--- config.mk ---
export PLATFORM = sky130hd
export DESIGN_NAME = analog_axis_autorange_scaler_unit
export DESIGN_NICKNAME = d
export VERILOG_FILES = /design/src/hw/rtl/aars_pkg.sv /design/src/hw/rtl/aars_div.sv /design/src/hw/rtl/aars_track.sv /design/src/hw/rtl/analog_axis_autorange_scaler_unit.sv
export SDC_FILE = /design/constraint.sdc
export NUM_CORES = 1
export LEC_CHECK = 0
export ABC_AREA = 1
export ABC_CLOCK_PERIOD_IN_PS = 6700
export BUFFER_PORTS_ARGS = -buffer_cell sky130_fd_sc_hd__buf_2
export CAP_MARGIN = 20
export CORE_ASPECT_RATIO = 1.1
export CORE_MARGIN = 5
export CORE_UTILIZATION = 42
export DETAILED_ROUTE_END_ITERATION = 10
export SLEW_MARGIN = 20
export SYNTH_ARGS = -nofsm -noshare
export SYNTH_HDL_FRONTEND = slang
export SYNTH_HIERARCHICAL = 1
export SYNTH_SLANG_ARGS = --single-unit
--- constraint.sdc ---
create_clock -name clk -period 6.7 [get_ports clk]
set_clock_uncertainty 0.2 [all_clocks]
set_input_delay 0.335 -clock clk [delete_from_list [all_inputs] [get_ports clk]]
set_output_delay 0.335 -clock clk [all_outputs]
set_load 0.01 [all_outputs]
--- src/hw/rtl/aars_pkg.sv ---
// ----------------------------------------------------------------------------
// Autorange scaler package
// Shared constants, sequencer states and the divider request and response
// types of the analog axis autorange scaler.
// ----------------------------------------------------------------------------
`default_nettype none

package aars_pkg;

	// Number of analog channels that are served.
	localparam int NUM_CHANNELS = 8;
	// Bits of a store index.
	localparam int CH_IDX_W = (NUM_CHANNELS > 1) ? $clog2(NUM_CHANNELS) : 1;

	// Field widths.
	localparam int CH_W     = 3;
	localparam int SAMPLE_W = 12;
	localparam int VAL_W    = 17;
	localparam int AXIS_W   = 16;
	localparam int SPAN_W   = 16;

	// Channel count as a value that compares against a channel field.
	localparam logic [CH_W:0] NUM_CH_LIMIT = (CH_W + 1)'(NUM_CHANNELS);

	// Centering offset and clip limit of the axis value.
	localparam logic signed [VAL_W-1:0] AXIS_LIMIT = 17'sd32767;
	localparam logic signed [AXIS_W-1:0] AXIS_MAX = 16'sh7FFF;
	localparam logic signed [AXIS_W-1:0] AXIS_MIN = -16'sh7FFF;

	// Reset values of the tracked extremes.
	localparam logic signed [VAL_W-1:0] TRACK_MIN_RESET = 17'sh0FFFF;
	localparam logic signed [VAL_W-1:0] TRACK_MAX_RESET = 17'sh10000;

	// Configuration register indexes.
	localparam int CFG_IDX_W = 4;
	localparam int CFG_DATA_W = 8;
	localparam logic [CFG_IDX_W-1:0] CFG_CHANNEL_MASK = 4'd0;
	localparam logic [CFG_IDX_W-1:0] CFG_AUTORANGE    = 4'd1;

	// Sequencer states.
	typedef enum logic [2:0] {
		ST_IDLE,
		ST_TRACK,
		ST_CHECK,
		ST_DIV,
		ST_SCALE,
		ST_DONE
	} state_t;

	// Divider request: quotient of offset * 65535 / span.
	typedef struct packed {
		logic              start;
		logic [SPAN_W-1:0] offset;
		logic [SPAN_W-1:0] span;
	} div_req_t;

	// Divider response.
	typedef struct packed {
		logic              done;
		logic [SPAN_W-1:0] quotient;
	} div_rsp_t;

endpackage

`default_nettype wire

--- src/hw/rtl/aars_div.sv ---
// ----------------------------------------------------------------------------
// Autorange serial divider
// Restoring divider that forms offset * 65535 / span, one quotient bit per
// cycle. The offset never exceeds the span, so the quotient fits 16 bits.
// ----------------------------------------------------------------------------
`default_nettype none

module aars_div (
	input  wire logic              clk,
	input  wire logic              arst_n,
	input  wire aars_pkg::div_req_t req,
	output aars_pkg::div_rsp_t     rsp
);

	localparam int W = aars_pkg::SPAN_W;

	logic [W-1:0]         rem_q;
	logic [W-1:0]         quo_q;
	logic [W-1:0]         dvs_q;
	logic [$clog2(W)-1:0] cnt_q;
	logic                 busy_q;
	logic                 done_q;

	logic [2*W-1:0] dividend;
	logic [W:0]     trial;
	logic           fits;
	logic [W:0]     trial_sub;

	// Scaling by 65535 is a shift and a subtract.
	assign dividend = {req.offset, {W{1'b0}}} - {{W{1'b0}}, req.offset};

	// One restoring step: bring down the next dividend bit and try the span.
	assign trial     = {rem_q, quo_q[W-1]};
	assign fits      = trial >= {1'b0, dvs_q};
	assign trial_sub = trial - {1'b0, dvs_q};

	// Control of the iteration.
	always_ff @(posedge clk or negedge arst_n) begin
		if (!arst_n) begin
			busy_q <= 1'b0;
			done_q <= 1'b0;
			cnt_q  <= '0;
		end else if (req.start) begin
			busy_q <= 1'b1;
			done_q <= 1'b0;
			cnt_q  <= ($clog2(W))'(W - 1);
		end else if (busy_q) begin
			if (cnt_q == '0) begin
				busy_q <= 1'b0;
				done_q <= 1'b1;
			end
			cnt_q <= cnt_q - 1'b1;
		end else begin
			done_q <= 1'b0;
		end
	end

	// Partial remainder and quotient; the low dividend half shifts out as
	// quotient bits shift in.
	always_ff @(posedge clk) begin
		if (req.start) begin
			rem_q <= dividend[2*W-1:W];
			quo_q <= dividend[W-1:0];
			dvs_q <= req.span;
		end else if (busy_q) begin
			rem_q <= fits ? trial_sub[W-1:0] : trial[W-1:0];
			quo_q <= {quo_q[W-2:0], fits};
		end
	end

	assign rsp.done     = done_q;
	assign rsp.quotient = quo_q;

endmodule

`default_nettype wire

--- src/hw/rtl/aars_track.sv ---
// ----------------------------------------------------------------------------
// Autorange extreme store
// Per-channel running minimum and maximum of the axis value, with the
// updated pair for the addressed channel and a clear of all channels.
// ----------------------------------------------------------------------------
`default_nettype none

module aars_track (
	input  wire logic                                   clk,
	input  wire logic                                   arst_n,
	input  wire logic                                   clear,
	input  wire logic                                   update,
	input  wire logic [aars_pkg::CH_IDX_W-1:0]          idx,
	input  wire logic signed [aars_pkg::VAL_W-1:0]      value,
	output logic signed [aars_pkg::VAL_W-1:0]           new_min,
	output logic signed [aars_pkg::VAL_W-1:0]           new_max
);

	logic signed [aars_pkg::VAL_W-1:0] min_q [aars_pkg::NUM_CHANNELS];
	logic signed [aars_pkg::VAL_W-1:0] max_q [aars_pkg::NUM_CHANNELS];

	// Extremes after taking the current value into account.
	always_comb begin
		new_min = (value < min_q[idx]) ? value : min_q[idx];
		new_max = (value > max_q[idx]) ? value : max_q[idx];
	end

	// Store, cleared by reset and by an autorange register write.
	always_ff @(posedge clk or negedge arst_n) begin
		if (!arst_n) begin
			for (int i = 0; i < aars_pkg::NUM_CHANNELS; i++) begin
				min_q[i] <= aars_pkg::TRACK_MIN_RESET;
				max_q[i] <= aars_pkg::TRACK_MAX_RESET;
			end
		end else if (clear) begin
			for (int i = 0; i < aars_pkg::NUM_CHANNELS; i++) begin
				min_q[i] <= aars_pkg::TRACK_MIN_RESET;
				max_q[i] <= aars_pkg::TRACK_MAX_RESET;
			end
		end else if (update) begin
			min_q[idx] <= new_min;
			max_q[idx] <= new_max;
		end
	end

endmodule

`default_nettype wire

--- src/hw/rtl/analog_axis_autorange_scaler_unit.sv ---
// ----------------------------------------------------------------------------
// Analog axis autorange scaler
// Turns 12-bit ADC samples into centered signed axis values, with optional
// per-channel min/max tracking and rescaling to the full axis span.
// ----------------------------------------------------------------------------
//
// Channel   Direction  Handshake                      Payload
// s_axis    in         s_axis_tvalid / s_axis_tready  tdata raw_sample, tuser channel
// m_axis    out        m_axis_tvalid / m_axis_tready  tdata axis_value, tuser out_channel
// cfg       in         cfg_valid / cfg_ready          cfg_index, cfg_data
//
// A masked sample gives no request on m_axis. Without autoranging an item goes
// from idle straight to completion. With autoranging the rescaled value is
// formed by the 16-step serial divider, which is skipped when the spread is 0
// or 1 and no division is needed.
// The input is ready only in idle; a finished result waits in the output
// register, so the next sample is taken while m_axis stalls.
// Reset sets the control registers and the tracked extremes at once; the datapath registers are not reset.
//
`default_nettype none

module analog_axis_autorange_scaler_unit (
	input  wire logic        clk,
	input  wire logic        arst_n,
	// Sample input.
	input  wire logic        s_axis_tvalid,
	output logic             s_axis_tready,
	input  wire logic [15:0] s_axis_tdata,  // [11:0] raw_sample, [15:12] zero
	input  wire logic [2:0]  s_axis_tuser,  // [2:0] channel
	// Axis value output.
	output logic             m_axis_tvalid,
	input  wire logic        m_axis_tready,
	output logic [15:0]      m_axis_tdata,  // [15:0] axis_value
	output logic [2:0]       m_axis_tuser,  // [2:0] out_channel
	// Configuration writes.
	input  wire logic        cfg_valid,
	output logic             cfg_ready,
	input  wire logic [aars_pkg::CFG_IDX_W-1:0]  cfg_index,
	input  wire logic [aars_pkg::CFG_DATA_W-1:0] cfg_data
);

	aars_pkg::state_t state_q;
	aars_pkg::state_t state_d;

	logic [aars_pkg::NUM_CHANNELS-1:0]  mask_q;
	logic                               auto_q;
	logic [aars_pkg::CH_W-1:0]          ch_q;
	logic signed [aars_pkg::VAL_W-1:0]  val_q;
	logic [aars_pkg::SPAN_W-1:0]        range_q;
	logic [aars_pkg::SPAN_W-1:0]        offset_q;
	logic signed [aars_pkg::AXIS_W-1:0] res_q;

	logic                               out_valid_q;
	logic [aars_pkg::AXIS_W-1:0]        out_data_q;
	logic [aars_pkg::CH_W-1:0]          out_ch_q;

	logic                               in_accept;
	logic                               ch_enabled;
	logic signed [aars_pkg::VAL_W-1:0]  in_val;
	logic                               cfg_write;
	logic                               trk_clear;
	logic                               trk_update;
	logic signed [aars_pkg::VAL_W-1:0]  new_min;
	logic signed [aars_pkg::VAL_W-1:0]  new_max;
	logic signed [aars_pkg::VAL_W-1:0]  span_full;
	logic signed [aars_pkg::VAL_W-1:0]  offset_full;
	logic signed [aars_pkg::VAL_W-1:0]  scaled;
	logic                               out_free;
	logic                               in_ready;
	logic                               div_start;
	aars_pkg::div_req_t                 div_req;
	aars_pkg::div_rsp_t                 div_rsp;

	// Input decode: channel enable and the centered value.
	assign in_accept  = s_axis_tvalid && s_axis_tready;
	assign ch_enabled = ({1'b0, s_axis_tuser} < aars_pkg::NUM_CH_LIMIT) &&
			mask_q[s_axis_tuser];
	assign in_val     = $signed({1'b0, s_axis_tdata[11:0], 4'b0000}) - aars_pkg::AXIS_LIMIT;

	// Configuration port, always ready.
	assign cfg_ready = 1'b1;
	assign cfg_write = cfg_valid && cfg_ready;
	assign trk_clear = cfg_write && (cfg_index == aars_pkg::CFG_AUTORANGE);

	always_ff @(posedge clk or negedge arst_n) begin
		if (!arst_n) begin
			mask_q <= '1;
			auto_q <= 1'b0;
		end else if (cfg_write) begin
			case (cfg_index)
				aars_pkg::CFG_CHANNEL_MASK: mask_q <= cfg_data[aars_pkg::NUM_CHANNELS-1:0];
				aars_pkg::CFG_AUTORANGE:    auto_q <= cfg_data[0];
				default: ;
			endcase
		end
	end

	// Extreme store.
	aars_track u_track (
		.clk     (clk),
		.arst_n  (arst_n),
		.clear   (trk_clear),
		.update  (trk_update),
		.idx     (ch_q[aars_pkg::CH_IDX_W-1:0]),
		.value   (val_q),
		.new_min (new_min),
		.new_max (new_max)
	);

	assign span_full   = new_max - new_min;
	assign offset_full = val_q - new_min;

	// Shared divider.
	assign div_req.start  = div_start;
	assign div_req.offset = offset_q;
	assign div_req.span   = range_q;

	aars_div u_div (
		.clk    (clk),
		.arst_n (arst_n),
		.req    (div_req),
		.rsp    (div_rsp)
	);

	assign scaled   = $signed({1'b0, div_rsp.quotient}) - aars_pkg::AXIS_LIMIT;
	assign out_free = !out_valid_q || m_axis_tready;

	// Sequencer state register.
	always_ff @(posedge clk or negedge arst_n) begin
		if (!arst_n) begin
			state_q <= aars_pkg::ST_IDLE;
		end else begin
			state_q <= state_d;
		end
	end

	// Next state.
	always_comb begin
		state_d = state_q;
		case (state_q)
			aars_pkg::ST_IDLE: begin
				if (in_accept && ch_enabled) begin
					state_d = auto_q ? aars_pkg::ST_TRACK : aars_pkg::ST_DONE;
				end
			end
			aars_pkg::ST_TRACK: state_d = aars_pkg::ST_CHECK;
			aars_pkg::ST_CHECK: begin
				state_d = (range_q > aars_pkg::SPAN_W'(1)) ? aars_pkg::ST_DIV : aars_pkg::ST_DONE;
			end
			aars_pkg::ST_DIV: begin
				if (div_rsp.done) begin
					state_d = aars_pkg::ST_SCALE;
				end
			end
			aars_pkg::ST_SCALE: state_d = aars_pkg::ST_DONE;
			aars_pkg::ST_DONE: begin
				if (out_free) begin
					state_d = aars_pkg::ST_IDLE;
				end
			end
			default: state_d = aars_pkg::ST_IDLE;
		endcase
	end

	// Sequencer outputs.
	always_comb begin
		in_ready   = 1'b0;
		trk_update = 1'b0;
		div_start  = 1'b0;
		case (state_q)
			aars_pkg::ST_IDLE:  in_ready = 1'b1;
			aars_pkg::ST_TRACK: trk_update = 1'b1;
			aars_pkg::ST_CHECK: div_start = range_q > aars_pkg::SPAN_W'(1);
			default: ;
		endcase
	end

	assign s_axis_tready = in_ready;

	// Datapath registers; the unscaled value stands as result unless the
	// divider replaces it.
	always_ff @(posedge clk) begin
		case (state_q)
			aars_pkg::ST_IDLE: begin
				if (in_accept) begin
					ch_q  <= s_axis_tuser;
					val_q <= in_val;
					res_q <= in_val[aars_pkg::AXIS_W-1:0];
				end
			end
			aars_pkg::ST_TRACK: begin
				range_q  <= span_full[aars_pkg::SPAN_W-1:0];
				offset_q <= offset_full[aars_pkg::SPAN_W-1:0];
			end
			aars_pkg::ST_SCALE: begin
				if (scaled > aars_pkg::AXIS_LIMIT) begin
					res_q <= aars_pkg::AXIS_MAX;
				end else if (scaled < -aars_pkg::AXIS_LIMIT) begin
					res_q <= aars_pkg::AXIS_MIN;
				end else begin
					res_q <= scaled[aars_pkg::AXIS_W-1:0];
				end
			end
			default: ;
		endcase
	end

	// Output register.
	always_ff @(posedge clk or negedge arst_n) begin
		if (!arst_n) begin
			out_valid_q <= 1'b0;
		end else if (state_q == aars_pkg::ST_DONE && out_free) begin
			out_valid_q <= 1'b1;
		end else if (m_axis_tready) begin
			out_valid_q <= 1'b0;
		end
	end

	always_ff @(posedge clk) begin
		if (state_q == aars_pkg::ST_DONE && out_free) begin
			out_data_q <= res_q;
			out_ch_q   <= ch_q;
		end
	end

	assign m_axis_tvalid = out_valid_q;
	assign m_axis_tdata  = out_data_q;
	assign m_axis_tuser  = out_ch_q;

`ifndef SYNTH
	// The divider finishes only while the sequencer waits for it.
	assert property (@(posedge clk) disable iff (!arst_n)
		div_rsp.done |-> state_q == aars_pkg::ST_DIV)
		else $error("divider done outside of the divide state");

	// The offset never exceeds the span, so the quotient fits the axis span.
	assert property (@(posedge clk) disable iff (!arst_n)
		state_q == aars_pkg::ST_CHECK |-> offset_q <= range_q)
		else $error("offset beyond span at divider start");

	// A new output request comes only from the completion state.
	assert property (@(posedge clk) disable iff (!arst_n)
		$rose(out_valid_q) |-> $past(state_q) == aars_pkg::ST_DONE)
		else $error("output request raised outside of completion");
`endif

endmodule

`default_nettype wire

=== Word-level counts from Yosys, hierarchy flattened ===
Index checks and enable logic that the tools add are counted.

* Add/sub/neg operators: 7
* $lt $le $gt $ge: 9
* Equality and inequality tests: 11
* Mux-type cells: 46
* Bitwise gates (word level): 1
* Reductions and logical operators: 19

{| class="wikitable"
|+ Operator list
! kind !! count
|-
| 136-bit 2-to-1 mux || 4
|-
| 136-bit bitwise mux || 2
|-
| 16-bit 2-to-1 mux || 8
|-
| 17-bit 2-to-1 mux || 7
|-
| 17-bit binary-select mux with 3-bit select || 2
|-
| 17-bit demux with 3-bit select || 1
|-
| 16-bit subtractor || 3
|-
| 16-bit by 15-bit subtractor with 17-bit output (second input constant) || 2
|-
| 16-bit case mux with 2 select lines || 1
|-
| 32-bit by 16-bit subtractor with 32-bit output || 1
|-
| 3-bit case mux with 6 select lines || 1
|-
| 17-bit by 16-bit greater-or-equal comparator with 1-bit output || 1
|-
| 17-bit by 16-bit > comparator with 1-bit output (second input constant) || 1
|-
| 17-bit > comparator || 1
|-
| 17-bit by 16-bit < comparator with 1-bit output (second input constant) || 1
|-
| 17-bit < comparator || 1
|-
| 16-bit by 1-bit > comparator with 1-bit output (second input constant) || 1
|-
| 3-bit 2-to-1 mux || 5
|-
| 1-bit 2-to-1 mux || 12
|-
| 4-bit zero test || 2
|-
| 4-bit 2-to-1 mux || 2
|-
| 2-bit AND reduction || 4
|-
| 2-bit nonzero test || 4
|-
| 3-bit by 2-bit equality test with 1-bit output (second input constant) || 2
|-
| 17 further kinds || 24
|}

* Bits in registers: 426
* Bits of input ports: 36
* Output and inout bits: 22
* Word-level logic and storage cells: 126

=== Logic depth before layout (Yosys ltp) ===
Gate-level depths: netlist of run 1.

* Depth after elaboration: 9
* Gate-level depth with buffers: 38
* Gate-level depth less buffers: 35

=== Hierarchy ===
Netlist of run 1, hierarchy kept.

{| class="wikitable"
|+ Modules (own cells, without submodules)
! module !! instances !! cells an instance !! area each (sq um) !! sequential area each (sq um)
|-
| aars_track || 1 || 1975 || 15118.2 || 6976.7
|-
| analog_axis_autorange_scaler_unit || 1 || 581 || 5326.4 || 2797.7
|-
| aars_div || 1 || 537 || 3991.3 || 1591.5
|}

=== Worst setup path before layout of run 1 ===
OpenSTA, ideal clock, no wires.

* Kind: register -> register
* Start: register ch_q[1] (netlist bit)
* End: register range_q[12] (netlist bit), data pin
* Library setup time: 265 ps
* Arrival: 4458 ps
* Data required time: 6235 ps
* Path slack: 1777 ps
* Stages on the path, launching flop included: 29
* Path buffers: 3
* Clock period less this slack: 4923 ps
* Cells stage by stage: edfxtp_1 -> nor2_1 -> nand2_1 -> inv_2 -> clkbuf_1 -> nand2_1 -> nand2_1 -> a221oi_1 -> nand2_1 -> inv_1 -> ha_1 -> nand2_1 -> nor4_2 -> nand2_1 -> nand3_1 -> buf_4 -> nand3_4 -> buf_6 -> nand2_2 -> and2_1 -> inv_1 -> ha_1 -> fa_1 -> nor2_1 -> a211oi_1 -> o21ai_0 -> a21oi_1 -> o21ai_0 -> xor2_1

* Word-level cells in the longest chain between the ends: 7
* Elaborated cells on any way between the ends: 12
* Those cells by class: 1 x add/sub; 2 x order compare; 8 x mux; 1 x bitwise

{| class="wikitable"
|+ RTL lines
! item !! line !! RTL
|-
| from (decl) || analog_axis_autorange_scaler_unit.sv:47 || <nowiki>logic [aars_pkg::CH_W-1:0] ch_q;</nowiki>
|-
| from (signal assigned) || analog_axis_autorange_scaler_unit.sv:186 || <nowiki>ch_q <= s_axis_tuser;</nowiki>
|-
| 3-bit NOT with 4-bit output (implied by the code) * || aars_track.sv:25 || <nowiki>new_max = (value > max_q[idx]) ? value : max_q[idx];</nowiki>
|-
| 17-bit binary-select mux with 3-bit select * || aars_track.sv:25 ||
|-
| 17-bit 2-to-1 mux (implied by the code) * (2 in series) || aars_track.sv:25 ||
|-
| 17-bit > comparator || aars_track.sv:25 ||
|-
| 17-bit 2-to-1 mux * || aars_track.sv:25 ||
|-
| named net new_max (one bit) || analog_axis_autorange_scaler_unit.sv:64 || <nowiki>logic signed [aars_pkg::VAL_W-1:0] new_max;</nowiki>
|-
| 16-bit subtractor * || analog_axis_autorange_scaler_unit.sv:110 || <nowiki>assign span_full = new_max - new_min;</nowiki>
|-
| named net span_full (one bit) || analog_axis_autorange_scaler_unit.sv:65 || <nowiki>logic signed [aars_pkg::VAL_W-1:0] span_full;</nowiki>
|-
| to (signal assigned) || analog_axis_autorange_scaler_unit.sv:192 || <nowiki>range_q <= span_full[aars_pkg::SPAN_W-1:0];</nowiki>
|-
| to (decl) || analog_axis_autorange_scaler_unit.sv:49 || <nowiki>logic [aars_pkg::SPAN_W-1:0] range_q;</nowiki>
|}

The timed path passes the listed nets; every way through them passes the cells marked *. The select of a mux whose other input is x is not followed.
A chain may end at the register's enable or synchronous reset.

=== Worst setup path in the final report of run 1 ===
* Start: register ch_q[2] (netlist bit)
* End: register range_q[15] (netlist bit), data pin

* Word-level cells in the longest chain between the ends: 7
* Elaborated cells on any way between the ends: 12
* Those cells by class: 1 x add/sub; 2 x order compare; 8 x mux; 1 x bitwise

{| class="wikitable"
|+ RTL lines
! item !! line !! RTL
|-
| 3-bit NOT with 4-bit output (implied by the code) * || aars_track.sv:24 || <nowiki>new_min = (value < min_q[idx]) ? value : min_q[idx];</nowiki>
|-
| 17-bit binary-select mux with 3-bit select * || aars_track.sv:24 ||
|-
| 17-bit 2-to-1 mux (implied by the code) * (2 in series) || aars_track.sv:24 ||
|-
| 17-bit < comparator || aars_track.sv:24 ||
|-
| 17-bit 2-to-1 mux * || aars_track.sv:24 ||
|-
| named net new_min (one bit) || analog_axis_autorange_scaler_unit.sv:63 || <nowiki>logic signed [aars_pkg::VAL_W-1:0] new_min;</nowiki>
|-
| 16-bit subtractor * || analog_axis_autorange_scaler_unit.sv:110 ||
|-
| named net span_full (one bit) || analog_axis_autorange_scaler_unit.sv:65 ||
|}

Marks and branches as above.

==> flow_summary.toml, run 1 <==
[outcome]
status = "finished, final reports clean"

[clock_tree]
numCtsBuffers = 48
clk_pin_slew_ns = 0.06
root_buffer = "clkbuf_16"
cts.sinks = 421
ctsResizeCount = 0
clk_path_buf_depth = 3
clk_latency_ns = 0.61
cts_hold_buf = 28
postCtsSetupRepairBufs = 0
cts_tree = "done"
htree_levels = 2

[power_and_ir_drop]
vdd_drop_max_mv = 0.259
p_total_uw = 15700
power_density_nw_per_um2 = 567
leakage_uw = 0.0138

[route]
drt-wirelength-per-cell_um = 19.7
via_count = 21618
firstDrtPassIters = 8
first_iter_violations = 1959
route.detailed.drc = 0
antenna_left = 0
post_drt_via_cell_ratio = 5.43
wl_um = 78400

[floorplan]
die_w_um = 240
die_h_um = 263
rows = 92
ios = 58
core_area_um2 = 57400
start_util_pct = 42.5
die_area_um2 = 63100

[critical_path]
critPathMaxStageDelay_ns = 0.51
required_ns = 6.82
endpoint_kind = "register"
cp_max_fo = 23
r2r_cells = 33
worst-setup-path-type = "register to register"
critPathLaunchType = "register"
crit_slowest_cell = "edfxtp_1"
crit_top_cell = "nand2_1"
worstPathArrival_ns = 6.31

[placed_design]
dp_cells = 3864
place_area_um2 = 25800
port_buffers = 52
dpl.hpwl_um = 50800
place_congestion = 0.874

[global_routing]
grt_pass1_wl_um = 120000
grt_max_degree = 124
antenna_found_initial = 2
grt-ovfl-total = 0
track_usage_pct = 24.2
grt_pass1_vias = 20740

[timing]
fmax_mhz = 162
slew_viol_final = 0
max_slew.worst_pin.slew_ns = 1.18
tns_ns = 0
timing.final.crit_share_pct = 92.3
rsz0062_at_grt = "false"
min_period_ns = 6.19
fin_hold_ws_ns = 0.108
finalHoldViolations = 0
setup_viol = 0
relSlewSlack_pct = 21.0

[logic_synthesis]
postSynthCellCount = 3091
yosysWarnings = 6
avgSynthCellArea_um2 = 7.90
synth_area_um2 = 24400

[min_path]
hp-class = "primary input to async pin"

[cells_and_area]
top_regs = "u_track/max_q: 136 flops, u_track/min_q: 136 flops"
layout_commonest_cell = "nand2_1"
final_cell_count_no_fill = 3982
design_area_um2 = 27800
nets = 3308
drive_gt1_share_pct = 14.5
layout_common_cells = "nand2_1, inv_1, nand3_1, dfrtp_1, dfstp_2"
area_growth_pct = 13.6

[job]
cap_violations = 0
metrics by stage:
step,util (%),setup WS [ns]
floorplan,-,1.78
global placement,44.9,0.681
detailed placement,45.0,0.608
CTS,48.3,0.559
global route,48.3,0.116
finish,48.3,0.513
metal layers:
layer | part of all wire, % | track usage (%)
met2 | 46 | 39.2
met5 | 0 | 0
met1 | 41 | 32.0
met4 | 5.0 | 10.5
met3 | 7.8 | 4.12
worst max-delay path, delay by kind of cell, from the launching register on:
kind                       cells  cell delay (ns)
AOI/OAI and AO/OA              4             0.74
adders and majority gates      2             0.80
buffers and inverters          7             0.94
DFF                            1             0.51
and+or+nand+nor               20             2.69
power breakdown:
part | switching [uW] | total (uW) | internal [uW]
combinational | 5370 | 7990 | 2620
clock | 1100 | 2780 | 1670
sequential | 649 | 4980 | 4330
total | 7120 | 15700 | 8620
area by class of cell:
| class | instances | area (um^2) |
|---|---|---|
| Timing Repair Buffer | 138 | 1060 |
| Antenna cell | 2 | 5.00 |
| Multi-Input combinational cell | 2157 | 11100 |
| Clock buffer | 71 | 1400 |
| Clock inverter | 17 | 249 |
| Fill cell | 5519 | 29700 |
| Inverter | 424 | 1590 |
| Tap cell | 752 | 941 |
| Sequential cell | 421 | 11400 |
path summary, 6_finish.rpt:
check / from / to / slack (ns)
worst max-delay path: ch_q[2] / range_q[15] / 0.51
worst min-delay path: arst_n / m_axis_tvalid / 0.11
worst max register to register: ch_q[2] / range_q[15] / 0.51
worst min register to register: res_q[15] / m_axis_tdata[15] / 0.21
max in group asynchronous: arst_n / u_track/min_q[83] / 4.85
min in group clk: cfg_valid / mask_q[5] / 0.14
No activity file was read; power rests on OpenSTA's default activity.
==> inputs of run 2 (changes only) <==
--- a/config.mk
+++ b/config.mk
@@ -5,7 +5,7 @@
 export SDC_FILE = /design/constraint.sdc
 export NUM_CORES = 1
 export LEC_CHECK = 0
-export ABC_AREA = 1
+export ABC_AREA = 0
 export ABC_CLOCK_PERIOD_IN_PS = 6700
 export BUFFER_PORTS_ARGS = -buffer_cell sky130_fd_sc_hd__buf_2
 export CAP_MARGIN = 20
@@ -16,5 +16,4 @@
 export SLEW_MARGIN = 20
 export SYNTH_ARGS = -nofsm -noshare
 export SYNTH_HDL_FRONTEND = slang
-export SYNTH_HIERARCHICAL = 1
 export SYNTH_SLANG_ARGS = --single-unit
==> flow_summary.toml, run 2 <==
[outcome]
status = "finished, final reports clean"

[route]
via_count = 17358
first_iter_violations = 1688
firstDrtPassIters = 6
met3_length_um = 4300
wl_um = 65800
antenna_left = 0
drt-met1-wl_um = 27200
wl_met2_um = 32200
route.detailed.drc = 0
post_drt_via_cell_ratio = 5.82
drt-wirelength-per-cell_um = 22.1
top_layer = "met4"

[timing]
fmax_mhz = 155
relSlewSlack_pct = 25.1
setup_viol = 0
timing.final.crit_share_pct = 96.2
tns_ns = 0
max_slew.worst_pin.slew_ns = 1.12
fin_hold_ws_ns = 0.0929
rsz0062_at_grt = "false"
slew_viol_final = 0
min_period_ns = 6.44
finalHoldViolations = 0

[floorplan]
die_w_um = 227
rows = 87
ios = 58
core_area_um2 = 51200
start_util_pct = 42.4
die_area_um2 = 56300
die_h_um = 248

[power_and_ir_drop]
power_density_nw_per_um2 = 508
vdd_drop_max_mv = 0.287
leakage_uw = 0.0105

[global_routing]
grt-ovfl-total = 0
track_usage_pct = 23.2
antenna_found_initial = 0
grt_max_degree = 178
grt_pass1_wl_um = 101000
grt_pass1_vias = 17129

[critical_path]
r2r_cells = 29
worst-setup-path-type = "register to register"
reg2reg_from = "ch_q[0]"
r2r_end = "range_q[14]"
worstPathArrival_ns = 6.58
required_ns = 6.83
critPathLaunchType = "register"
crit_slowest_cell = "and2_1"
cp_max_fo = 31
critPathMaxStageDelay_ns = 0.48
crit_top_cell = "nand2_1"
r2r_slack_ns = 0.26
endpoint_kind = "register"

[min_path]
worstHoldStart = "cfg_index[1]"
hold-path-cell-count = 4
hold_path_end = "mask_q[2]"
hp-class = "primary input to register"

[logic_synthesis]
synth_xor_area_share_pct = 2.42
ys_top_cells_by_count = "nand2_1, nor2_1, a21oi_1"
post-synth-top-count-cell = "nand2_1"
synthArstFlopShare_pct = 69.1
synth.distinct_cells = 96
yosysTopAreaCellShare_pct = 18.0
synth_top_family_by_area = "compound AO/OA/AOI/OAI gates"
synth_fp_nets = 2234
yosysWarnings = 0
yosys.area.top_type = "edfxtp_1"
postSynthCellCount = 2128
synth_mux_area_share_pct = 6.47
yosysSeqAreaShare_pct = 52.4
synthAdderAreaFrac_pct = 4.21
synthFlopType = "dfrtp_1"
ys_top_cells_by_area = "edfxtp_1, dfstp_2, dfrtp_1, a21oi_1, nand2_1"
synth_edf_count = 130
yosys.area_share.simple_pct = 13.3
avgSynthCellArea_um2 = 10.2
synth_area_um2 = 21700
synth_compound_area_share_pct = 17.5
ys_seq_elements = 421

[clock_tree]
clk_latency_ns = 0.59
numCtsBuffers = 45
cts_tree = "done"
cts.sinks = 421
root_buffer = "clkbuf_16"
htree_levels = 2
clk_pin_slew_ns = 0.06
clk_path_buf_depth = 3

[cells_and_area]
nets = 2386
layout_common_cells = "nand2_1, nor2_1, a21oi_1, o21ai_0, dfrtp_1"
area_growth_pct = 16.1
drive_gt1_share_pct = 21.2
antenna_cells = 0
utilization_pct = 49.2
nFillCells = 4724
layout_commonest_cell = "nand2_1"
top_regs = "u_track.max_q: 136 flops, u_track.min_q: 136 flops"

[placed_design]
port_buffers = 52
dpl.hpwl_um = 45100
place_congestion = 0.906

[job]
cap_violations = 0
## run 2: cells by family (layout without fill, tap and decap cells)
kind of cell | Yosys count | after routing
buffers and inverters | 186 | 373
AOI/OAI and AO/OA | 624 | 624
DFF | 421 | 421
other | 1 | 1
and+or+nand+nor | 660 | 660
xor gates and xnor gates | 60 | 60
adders and majority gates | 72 | 72
muxes | 104 | 104
## run 2: report_power, final
group / internal (uW) / leakage [uW] / switching (uW)
logic: 2290 / 0.00507 / 3400
clock network: 1360 / 0.000691 / 1040
registers: 4080 / 0.00471 / 604
total: 7730 / 0.0105 / 5050
## run 2: per-layer routing
metal,vias up,global-route usage (%)
met1,8630,30.4
met2,653,39.6
li1,7943,-
met5,-,0
met4,0,6.81
met3,132,4.12
## run 2: worst max-delay path: cells and delay by family (launching register included)
kind,cells,cell delay [ns]
flops,1,0.40
fa+ha+maj,3,0.92
simple gates,9,1.42
compound gates,12,2.41
buf+inv,5,0.80
## run 2: how the worst max path moves through the flow
stage	startpoint	end	slack (ns)	depth (start not counted)
finish	ch_q[0]	range_q[14]	0.26	29
global route	ch_q[2]	range_q[14]	0.004	31
CTS	ch_q[2]	range_q[14]	0.20	28
detailed placement	ch_q[2]	range_q[15]	0.25	32
global placement	ch_q[2]	range_q[15]	0.30	32
floorplan	ch_q[1]	range_q[14]	0.02	30
## run 2: cell type report
cell class | instances | area [um^2] | area share, %
sequential | 421 | 11400 | 45.1
multi-input combinational | 1521 | 9620 | 38.2
timing repair buffer | 210 | 1630 | 6.49
clock buffer | 67 | 1310 | 5.20
tap | 667 | 835 | 3.32
inverter | 81 | 304 | 1.21
clock inverter | 15 | 103 | 0.408
## run 2: timing repair
| item | in CTS | in global routing |
|---|---|---|
| setup endpoints to repair | 0 | 4 |
| endpoints found under the hold margin | 143 | 0 |
| gates resized for setup | 0 | 9 |
| setup buffers | 0 | 4 |
| hold buffers | 26 | 0 |
## run 2: stage by stage
step	area, um^2	setup slack [ns]	total power (uW)	std cells
after floorplan	21700	0.0168	8340	2128
after global placement	23400	0.297	10100	2869
after detailed placement	23400	0.251	10300	2869
after CTS	25100	0.197	12800	2977
after global routing	25200	0.00356	13600	2982
final	25200	0.256	12800	2982
